## config.mk

```make
export PLATFORM = sky130hd
export DESIGN_NAME = light_fan_relay_controller_flat
export DESIGN_NICKNAME = d
export VERILOG_FILES = /design/src/hw/rtl/lfr_pkg.sv /design/src/hw/rtl/lfr_cmd_if.sv /design/src/hw/rtl/lfr_status_if.sv /design/src/hw/rtl/lfr_cfg_if.sv /design/src/hw/rtl/light_fan_relay_controller.sv /design/src/flat_wrapper.sv
export SDC_FILE = /design/constraint.sdc
export NUM_CORES = 1
export LEC_CHECK = 0
export ABC_AREA = 1
export BUFFER_PORTS_ARGS = -buffer_cell sky130_fd_sc_hd__buf_2
export CAP_MARGIN = 0
export CORE_MARGIN = 5
export CORE_UTILIZATION = 60
export DETAILED_ROUTE_END_ITERATION = 10
export PLACE_DENSITY = 0.88
export SLEW_MARGIN = 5
export SYNTH_ARGS = -nofsm -noshare
export SYNTH_HDL_FRONTEND = slang
export SYNTH_SLANG_ARGS = --single-unit
```

## constraint.sdc

```tcl
create_clock -name clk -period 13.25 [get_ports clk]
set_input_delay 1.9875 -clock clk [delete_from_list [all_inputs] [get_ports clk]]
set_output_delay 1.9875 -clock clk [all_outputs]
set_load 0.05 [all_outputs]
```

## src/hw/rtl/lfr_pkg.sv

```systemverilog
`default_nettype none

package lfr_pkg;

  localparam int OP_W     = 2;
  localparam int HOUR_W   = 5;
  localparam int TEMP_W   = 12;
  localparam int TIME_W   = 32;
  localparam int DEB_W    = 12;
  localparam int CFG_IDX_W  = 3;
  localparam int CFG_DATA_W = 12;

  localparam int MS_PER_SECOND = 1000;
  // 4095 s * 1000 fits in 22 bits
  localparam int DEB_MS_W = 22;

  typedef enum logic [OP_W-1:0] {
    OP_EVAL      = 2'd0,
    OP_LIGHT_SET = 2'd1,
    OP_FAN_SET   = 2'd2
  } op_t;

  typedef enum logic [CFG_IDX_W-1:0] {
    REG_LIGHT_ON_HOUR    = 3'd0,
    REG_LIGHT_OFF_HOUR   = 3'd1,
    REG_AUTO_FAN_ENABLE  = 3'd2,
    REG_FAN_ON_TEMP      = 3'd3,
    REG_FAN_OFF_TEMP     = 3'd4,
    REG_DEBOUNCE_SECONDS = 3'd5
  } reg_idx_t;

  localparam logic [HOUR_W-1:0]        RST_LIGHT_ON_HOUR  = 5'd6;
  localparam logic [HOUR_W-1:0]        RST_LIGHT_OFF_HOUR = 5'd18;
  localparam logic signed [TEMP_W-1:0] RST_FAN_ON_TEMP    = 12'sd280;
  localparam logic signed [TEMP_W-1:0] RST_FAN_OFF_TEMP   = 12'sd250;
  localparam logic [DEB_MS_W-1:0]      RST_DEBOUNCE_MS    = 22'd60000;

  typedef struct packed {
    logic light_on;
    logic fan_on;
    logic light_override;
    logic fan_override;
  } result_t;

endpackage

`default_nettype wire

```

## src/hw/rtl/lfr_cmd_if.sv

```systemverilog
`default_nettype none

interface lfr_cmd_if;
  logic                                valid;
  logic                                ready;
  logic [lfr_pkg::OP_W-1:0]            op;
  logic [lfr_pkg::HOUR_W-1:0]          hour_of_day;
  logic                                time_valid;
  logic signed [lfr_pkg::TEMP_W-1:0]   air_temp;
  logic                                temp_valid;
  logic [lfr_pkg::TIME_W-1:0]          now_ms;
  logic                                manual_value;

  modport source (
    output valid, op, hour_of_day, time_valid, air_temp, temp_valid, now_ms, manual_value,
    input  ready
  );
  modport sink (
    input  valid, op, hour_of_day, time_valid, air_temp, temp_valid, now_ms, manual_value,
    output ready
  );
endinterface

`default_nettype wire

```

## src/hw/rtl/lfr_status_if.sv

```systemverilog
`default_nettype none

interface lfr_status_if;
  logic valid;
  logic ready;
  logic light_on;
  logic fan_on;
  logic light_override;
  logic fan_override;

  modport source (
    output valid, light_on, fan_on, light_override, fan_override,
    input  ready
  );
  modport sink (
    input  valid, light_on, fan_on, light_override, fan_override,
    output ready
  );
endinterface

`default_nettype wire

```

## src/hw/rtl/lfr_cfg_if.sv

```systemverilog
`default_nettype none

interface lfr_cfg_if;
  logic                              valid;
  logic                              ready;
  logic [lfr_pkg::CFG_IDX_W-1:0]     index;
  logic [lfr_pkg::CFG_DATA_W-1:0]    data;

  modport source (output valid, index, data, input ready);
  modport sink   (input valid, index, data, output ready);
endinterface

`default_nettype wire

```

## src/hw/rtl/light_fan_relay_controller.sv

```systemverilog
// Channel   Role   Word
// cmd       sink   op, hour_of_day, time_valid, air_temp, temp_valid, now_ms, manual_value
// status    source light_on, fan_on, light_override, fan_override
// cfg       sink   index, data (always ready)
//
// One word in per cycle while skid is empty; its status word goes to output reg or skid.
// Relay state and override latches update at acceptance, set by one stage of
// compare logic (32-bit elapsed-time subtract and compare is the deepest path).
// A two-entry output skid lets cmd keep flowing while status stalls for one word.
// Synchronous reset, active high; no clearing pass.
`default_nettype none

module light_fan_relay_controller (
  input wire logic   clk,
  input wire logic   rst,
  lfr_cmd_if.sink    cmd,
  lfr_status_if.source status,
  lfr_cfg_if.sink    cfg
);
  import lfr_pkg::*;

  logic [HOUR_W-1:0]        light_on_hour;
  logic [HOUR_W-1:0]        light_off_hour;
  logic                     auto_fan_enable;
  logic signed [TEMP_W-1:0] fan_on_temp;
  logic signed [TEMP_W-1:0] fan_off_temp;
  logic [DEB_MS_W-1:0]      debounce_ms;

  logic              light_state, light_state_next;
  logic              fan_state, fan_state_next;
  logic              light_latch, light_latch_next;
  logic              fan_latch, fan_latch_next;
  logic [TIME_W-1:0] last_toggle_ms, last_toggle_ms_next;

  logic    out_valid;
  result_t out_word;
  logic    skid_valid;
  result_t skid_word;
  result_t res;

  logic              accept;
  logic              sched;
  logic              want_on;
  logic              want_off;
  logic              fan_trans;
  logic [TIME_W-1:0] elapsed;
  logic              settled;

  assign cfg.ready = 1'b1;
  assign cmd.ready = !skid_valid;
  assign accept    = cmd.valid && !skid_valid;

  // config
  always_ff @(posedge clk) begin
    if (rst) begin
      light_on_hour   <= RST_LIGHT_ON_HOUR;
      light_off_hour  <= RST_LIGHT_OFF_HOUR;
      auto_fan_enable <= 1'b0;
      fan_on_temp     <= RST_FAN_ON_TEMP;
      fan_off_temp    <= RST_FAN_OFF_TEMP;
      debounce_ms     <= RST_DEBOUNCE_MS;
    end else if (cfg.valid) begin
      case (cfg.index)
        REG_LIGHT_ON_HOUR:    light_on_hour   <= cfg.data[HOUR_W-1:0];
        REG_LIGHT_OFF_HOUR:   light_off_hour  <= cfg.data[HOUR_W-1:0];
        REG_AUTO_FAN_ENABLE:  auto_fan_enable <= cfg.data[0];
        REG_FAN_ON_TEMP:      fan_on_temp     <= signed'(cfg.data[TEMP_W-1:0]);
        REG_FAN_OFF_TEMP:     fan_off_temp    <= signed'(cfg.data[TEMP_W-1:0]);
        REG_DEBOUNCE_SECONDS: debounce_ms     <= DEB_MS_W'(cfg.data[DEB_W-1:0])
                                                 * DEB_MS_W'(MS_PER_SECOND);
        default: ;
      endcase
    end
  end

  // light window, wraps past midnight when on > off
  always_comb begin
    if (light_on_hour == light_off_hour) begin
      sched = 1'b0;
    end else if (light_on_hour < light_off_hour) begin
      sched = (cmd.hour_of_day >= light_on_hour) && (cmd.hour_of_day < light_off_hour);
    end else begin
      sched = (cmd.hour_of_day >= light_on_hour) || (cmd.hour_of_day < light_off_hour);
    end
  end

  assign want_on   = cmd.air_temp >= fan_on_temp;
  assign want_off  = cmd.air_temp <= fan_off_temp;
  assign fan_trans = (fan_state && want_off) || (!fan_state && want_on);
  assign elapsed   = cmd.now_ms - last_toggle_ms;
  assign settled   = elapsed >= {{(TIME_W-DEB_MS_W){1'b0}}, debounce_ms};

  always_comb begin
    light_state_next    = light_state;
    fan_state_next      = fan_state;
    light_latch_next    = light_latch;
    fan_latch_next      = fan_latch;
    last_toggle_ms_next = last_toggle_ms;
    case (cmd.op)
      OP_EVAL: begin
        if (cmd.time_valid && (!light_latch || sched != light_state)) begin
          light_latch_next = 1'b0;
          light_state_next = sched;
        end
        if (auto_fan_enable && cmd.temp_valid && (!fan_latch || fan_trans)) begin
          fan_latch_next = 1'b0;
          if (fan_trans && settled) begin
            fan_state_next      = !fan_state;
            last_toggle_ms_next = cmd.now_ms;
          end
        end
      end
      OP_LIGHT_SET: begin
        light_state_next = cmd.manual_value;
        light_latch_next = 1'b1;
      end
      OP_FAN_SET: begin
        if (cmd.manual_value != fan_state) begin
          last_toggle_ms_next = cmd.now_ms;
        end
        fan_state_next = cmd.manual_value;
        fan_latch_next = 1'b1;
      end
      default: ;
    endcase
  end

  always_ff @(posedge clk) begin
    if (rst) begin
      light_state    <= 1'b1;
      fan_state      <= 1'b1;
      light_latch    <= 1'b0;
      fan_latch      <= 1'b0;
      last_toggle_ms <= '0;
    end else if (accept) begin
      light_state    <= light_state_next;
      fan_state      <= fan_state_next;
      light_latch    <= light_latch_next;
      fan_latch      <= fan_latch_next;
      last_toggle_ms <= last_toggle_ms_next;
    end
  end

  assign res = '{light_on:       light_state_next,
                 fan_on:         fan_state_next,
                 light_override: light_latch_next,
                 fan_override:   fan_latch_next};

  // output register plus skid
  always_ff @(posedge clk) begin
    if (rst) begin
      out_valid  <= 1'b0;
      skid_valid <= 1'b0;
    end else if (!out_valid || status.ready) begin
      if (skid_valid) begin
        out_valid  <= 1'b1;
        skid_valid <= 1'b0;
      end else begin
        out_valid <= accept;
      end
    end else if (accept) begin
      skid_valid <= 1'b1;
    end
  end

  always_ff @(posedge clk) begin
    if (!out_valid || status.ready) begin
      if (skid_valid) begin
        out_word <= skid_word;
      end else if (accept) begin
        out_word <= res;
      end
    end else if (accept) begin
      skid_word <= res;
    end
  end

  assign status.valid          = out_valid;
  assign status.light_on       = out_word.light_on;
  assign status.fan_on         = out_word.fan_on;
  assign status.light_override = out_word.light_override;
  assign status.fan_override   = out_word.fan_override;

endmodule

`default_nettype wire

```

## src/flat_wrapper.sv

```systemverilog
// flat-port wrapper written by rule: the top's interface ports become plain ports
module light_fan_relay_controller_flat import lfr_pkg::*;
  (clk, rst, cmd_valid, cmd_op, cmd_hour_of_day, cmd_time_valid, cmd_air_temp, cmd_temp_valid, cmd_now_ms, cmd_manual_value, cmd_ready, status_valid, status_light_on, status_fan_on, status_light_override, status_fan_override, status_ready, cfg_valid, cfg_index, cfg_data, cfg_ready);
  lfr_cmd_if cmd_i ();
  lfr_status_if status_i ();
  lfr_cfg_if cfg_i ();
  input wire logic clk;
  input wire logic rst;
  input wire logic [$bits(cmd_i.valid)-1:0] cmd_valid;
  input wire logic [$bits(cmd_i.op)-1:0] cmd_op;
  input wire logic [$bits(cmd_i.hour_of_day)-1:0] cmd_hour_of_day;
  input wire logic [$bits(cmd_i.time_valid)-1:0] cmd_time_valid;
  input wire logic [$bits(cmd_i.air_temp)-1:0] cmd_air_temp;
  input wire logic [$bits(cmd_i.temp_valid)-1:0] cmd_temp_valid;
  input wire logic [$bits(cmd_i.now_ms)-1:0] cmd_now_ms;
  input wire logic [$bits(cmd_i.manual_value)-1:0] cmd_manual_value;
  output wire logic [$bits(cmd_i.ready)-1:0] cmd_ready;
  output wire logic [$bits(status_i.valid)-1:0] status_valid;
  output wire logic [$bits(status_i.light_on)-1:0] status_light_on;
  output wire logic [$bits(status_i.fan_on)-1:0] status_fan_on;
  output wire logic [$bits(status_i.light_override)-1:0] status_light_override;
  output wire logic [$bits(status_i.fan_override)-1:0] status_fan_override;
  input wire logic [$bits(status_i.ready)-1:0] status_ready;
  input wire logic [$bits(cfg_i.valid)-1:0] cfg_valid;
  input wire logic [$bits(cfg_i.index)-1:0] cfg_index;
  input wire logic [$bits(cfg_i.data)-1:0] cfg_data;
  output wire logic [$bits(cfg_i.ready)-1:0] cfg_ready;
  assign cmd_i.valid = cmd_valid;
  assign cmd_i.op = cmd_op;
  assign cmd_i.hour_of_day = cmd_hour_of_day;
  assign cmd_i.time_valid = cmd_time_valid;
  assign cmd_i.air_temp = cmd_air_temp;
  assign cmd_i.temp_valid = cmd_temp_valid;
  assign cmd_i.now_ms = cmd_now_ms;
  assign cmd_i.manual_value = cmd_manual_value;
  assign cmd_ready = cmd_i.ready;
  assign status_valid = status_i.valid;
  assign status_light_on = status_i.light_on;
  assign status_fan_on = status_i.fan_on;
  assign status_light_override = status_i.light_override;
  assign status_fan_override = status_i.fan_override;
  assign status_i.ready = status_ready;
  assign cfg_i.valid = cfg_valid;
  assign cfg_i.index = cfg_index;
  assign cfg_i.data = cfg_data;
  assign cfg_ready = cfg_i.ready;
  light_fan_relay_controller u_core (.clk(clk), .rst(rst), .cmd(cmd_i), .status(status_i), .cfg(cfg_i));
endmodule
```

# Word level (Yosys, flattened, before mapping)
# Cells that the tools add are included.
[totals]
latch_bits = 0
input_bits = 74
rom_bits = 0
mem_bits_rw = 0
wordCells = 93
n_memories = 0
out_inout_bits = 7
reg_bits = 100
[classes]
n_bitwise = 1
mul = 1
add_sub_neg = 1
shifts = 0
n_lt_le_gt_ge = 6
div = 0
n_eq_ne = 13
mux = 18
reduce_logical = 32
[op_table]
columns = ["op", "n"]
rows = [
  ["2-to-1 mux 32 bit", 3],
  ["case mux 32 bit (2 select lines)", 1],
  ["greater-or-equal comparator 32 x 22 -> 1 bit", 1],
  ["subtractor 32 bit", 1],
  ["multiplier 12 x 7 -> 19 bit (second input constant)", 1],
  ["AND reduction 2 bit", 8],
  ["greater-or-equal comparator 12 bit", 1],
  ["<= comparator 12 bit", 1],
  ["less-than comparator 5 bit", 2],
  ["logical AND 1 bit", 8],
  ["2-to-1 mux 1 bit", 8],
  ["2-to-1 mux 4 bit", 2],
  ["case mux 1 bit (2 select lines)", 4],
  ["== test 3 x 2 -> 1 bit (second input constant)", 2],
  ["== test 3 bit (second input constant)", 2],
  ["!= test 2 x 1 -> 1 bit (second input constant)", 3],
  ["== test 5 bit", 1],
  ["greater-or-equal comparator 5 bit", 1],
  ["logical NOT 1 bit", 5],
  ["logical OR 1 bit", 5],
  ["AND reduction 5 bit", 1],
  ["nonzero test 2 bit", 2],
  ["== test 3 x 1 -> 1 bit (second input constant)", 1],
  ["logical NOT 3 bit", 1],
  ["other kinds (6)", 7],
]

# Longest topological paths before layout
[depth]
ltp_word = 11
mapped_depth = 31
mapped_depth_nobuf = 30

# Worst setup path after synthesis
# OpenSTA, ideal clock, no wires.
[synth_timing]
kind = "in2reg"
start = "input cfg_data[0]"
end = "register u_core.debounce_ms[19]"
path_slack_ps = 7430
setup_time_ps = 109
stages = 18
arrival_ps = 5711
n_path_buf = 0
required_ps = 13141
path_cell_list = "fa_1 inv_1 fa_1 fa_1 inv_1 fa_1 ha_1 a31oi_1 o21ai_0 inv_1 o21ai_0 inv_1 o21ai_0 nand3_1 nand3_1 nand3_1 nand2_1 inv_1"
[synth_via]
elab_chain_cells = 1
[synth_rtl]
columns = ["element", "line", "source"]
rows = [
  ["start: declaration", "flat_wrapper.sv:26", "input wire logic [$bits(cfg_i.data)-1:0] cfg_data;"],
  ["multiplier 12 x 7 -> 19 bit", "light_fan_relay_controller.sv:70", "* DEB_MS_W'(MS_PER_SECOND);"],
  ["end signal: assignment", "light_fan_relay_controller.sv:69", "REG_DEBOUNCE_SECONDS: debounce_ms <= DEB_MS_W'(cfg.data[DEB_W-1:0])"],
  ["end: declaration", "light_fan_relay_controller.sv:27", "logic [DEB_MS_W-1:0] debounce_ms;"],
]
# No other way between the ends.
# A chain may end at the register's enable or synchronous reset.

# Final worst setup path
# Same ends and word-level chain as after synthesis.

==> results.ini <==
[synth]
synth_cell_types = 39
synth_edf_count = 8
synth_compound_area_share_pct = 13.8
yosysMostFrequentCell = nand2_1
ys_top_cells_by_count = nand2_1, inv_1, nor2_1
syn_area_sq_mm = 0.00953
synth-xor-area-share_pct = 2.57
netlist_instances = 1385
syn-num-nets = 1631
synth-async-reset-ratio_pct = 0
synthTopCellsByArea = dfxtp_1, ha_1, nand2_1, inv_1, fa_1
yosysTopAreaCell = dfxtp_1
synth-seq-cells = 100
yosys_warnings = 0
synth.area.mux_share_pct = 0
synthSimpleGateAreaFrac_pct = 23.7
ys.flop_type = dfxtp_1
synth.top_cell.area_share_pct = 19.3
avgSynthCellArea_sq_um = 6.88
synth_top_family_by_area = adder cells
synth_fa_ha_area_share_pct = 25.6
yosysSeqAreaShare_pct = 21.8

[run]
cap_violations = 0

[worst_setup_path]
rr_startpoint = u_core.last_toggle_ms[8]$_SDFFE_PP0P_
startpoint_type = input port
worstSetupPathType = input port to flop
endpoint_kind = flop
r2r_end = u_core.last_toggle_ms[15]$_SDFFE_PP0P_
critPathLaunch = cfg_data[0]
required_ns = 13.50
crit_end = u_core.debounce_ms[19]$_SDFFE_PP0P_
critPathMaxFanout = 10
r2r_cells = 24
r2r_slack_ns = 9.33
cp_data_arrival_time_ns = 6.30

[clock_network]
cts_setup_buffers = 0
ctsResizeCount = 0
cts_tree = yes
postCtsHoldBufs = 0
htree_levels = 3
clock_sinks = 100
numCtsBuffers = 9
cts_buffer_depth = 2
cts_root_buf = clkbuf_16
clk_latency_ns = 0.36
clkTransAtPathRegs_ns = 0.07

[floorplanning]
die_height_um = 136
initial_core_util_pct = 60.7
die_area_sq_mm = 0.0185
num_io_pins = 81
fp-row-count = 46
die_w_um = 136
fp.coreArea_sq_mm = 0.0157

[timing]
maxSlewViolCount = 0
hold_viol = 0
setup_violations = 0
fin_crit_sh_pct = 45.7
rsz0062_at_grt = false
finalSetupTns_ns = 0
max_freq_ghz = 0.165
min_period_ns = 6.06
worstMarginPinSlew_ns = 0.850
relSlewSlack_pct = 43.3
fin_worst_skew_ns = 0.0156

[finish]
layout.nets = 1702
area_growth_pct = 9.27
nFillCells = 1368
seqCellArea_sq_mm = 0.00208
final_util_pct = 66.3
fin_area_sq_mm = 0.0104
drive_above_1_share_pct = 8.42
multi_input_area_sq_mm = 0.00627
fin_cells = 1677
n_antenna_cell = 0

[drt]
wirelength_um = 22500
drc = 0
ant_nets = 0
wire_per_inst_um = 13.4
avgViaCountPerCell = 5.26
firstDrtPassIters = 6
drt_iter0_drc = 589
vias = 8824

[status]
status = completed

[global_routing]
overflow = 0
grtUsageTotal_pct = 25.2
grt_antenna_before_repair = 0
first_global_vias = 8510
grt_max_degree = 47
grt_pass1_wl_um = 38200

[hold_path]
hp-class = flop to flop

[place]
post_dp_cell_area_sq_mm = 0.0101
portBuffers = 79
hpwl_um = 18200
dp.cells = 1661
gp_congestion = 0.938

[power_and_ir_drop]
power.density_mw_per_mm2 = 116
p_leak_uw = 0.00552
max-vdd-ir-drop_uv = 90.1

worst min-delay path by stage:
stage                                              startpoint                                   to  slack, ns  depth (start not counted)
after floorplan           u_core.fan_off_temp[2]$_SDFFE_PP0P_  u_core.fan_off_temp[2]$_SDFFE_PP0P_       0.43                          2
after global placement     u_core.fan_on_temp[6]$_SDFFE_PP0P_   u_core.fan_on_temp[6]$_SDFFE_PP0P_       0.44                          2
after detailed placement   u_core.fan_on_temp[6]$_SDFFE_PP0P_   u_core.fan_on_temp[6]$_SDFFE_PP0P_       0.45                          2
after CTS                  u_core.fan_on_temp[6]$_SDFFE_PP0P_   u_core.fan_on_temp[6]$_SDFFE_PP0P_       0.46                          2
after global routing       u_core.fan_on_temp[6]$_SDFFE_PP0P_   u_core.fan_on_temp[6]$_SDFFE_PP0P_       0.49                          2
final                      u_core.fan_on_temp[2]$_SDFFE_PP0P_   u_core.fan_on_temp[2]$_SDFFE_PP0P_       0.46                          2
routing by layer:
| metal | routed length [um] | track usage (%) | vias to the layer above |
|---|---|---|---|
| li1 | - | - | 4525 |
| met1 | 9740 | 31.8 | 3968 |
| met2 | 10700 | 44.2 | 277 |
| met3 | 1410 | 3.59 | 54 |
| met4 | 588 | 8.34 | 0 |
| met5 | 0 | 0 | - |
critical path: stages:
cell and delay, ns:
buf_2 0.18, fa_1 0.57, inv_1 0.06, fa_1 0.48
fa_1 0.52, inv_1 0.07, fa_1 0.39, ha_1 0.37
a21oi_1 0.10, inv_1 0.05, a31oi_1 0.05, o21ai_0 0.37
inv_1 0.07, o21ai_0 0.27, inv_1 0.06, o21ai_0 0.26
nand3_1 0.14, nand3_1 0.10, nand3_1 0.08, nand2_1 0.08
inv_1 0.04
layout make-up:
type	count	share of cell area, %
Multi-Input combinational cell	982	60.2
Sequential cell	100	20.0
Timing Repair Buffer	83	4.08
Tap cell	216	2.59
Clock inverter	6	0.733
Clock buffer	10	2.29
Inverter	280	10.1
power by group:
part | internal, uW | total, uW | leakage (uW) | switching (uW)
Combinational | 231 | 598 | 0.00454 | 366
Sequential | 320 | 328 | 0.000827 | 7.26
Clock | 156 | 283 | 0.000156 | 127
Total | 708 | 1210 | 0.00552 | 501
cells by family after synthesis:
family,count (synthesis)
AND/OR/NAND/NOR,556
buffers and inverters,303
AO/OA/AOI/OAI,225
adder cells (fa/ha/maj),172
flip-flops,100
XOR/XNOR,28
other,1
flip-flops by register name (all words and copies together), names as in the netlist, 4 cells and up:
signal and flops:
u_core.last_toggle_ms 32, u_core.debounce_ms 19, u_core.fan_off_temp 12, u_core.fan_on_temp 12
u_core.light_off_hour 5, u_core.light_on_hour 5, u_core.skid_word 4
stage by stage:
step,worst slack [ns],total power [uW],hold slack [ns]
detailed placement,6.89,924,0.453
CTS,7.24,1210,0.463
floorplan,7.43,783,0.433
global placement,6.99,897,0.443
finish,7.19,1210,0.459
global route,6.86,1310,0.491
layout by cell type, fill, tap and decap left out, types with 16 or more instances in the layout:
| cell type | synthesis | routed |
|---|---|---|
| nor2_1 | 140 | 140 |
| fa_1 | 39 | 39 |
| o21ai_0 | 53 | 53 |
| nand2_1 | 323 | 323 |
| o21bai_1 | 36 | 36 |
| o211ai_1 | 24 | 24 |
| inv_1 | 277 | 277 |
| xor2_1 | 16 | 16 |
| ha_1 | 133 | 133 |
| dfxtp_1 | 92 | 92 |
| nor3_1 | 17 | 17 |
| a21oi_1 | 91 | 91 |
| buf_2 | 0 | 79 |
| nand3_1 | 38 | 38 |
Note: power is estimated with default switching activity, not from simulation.
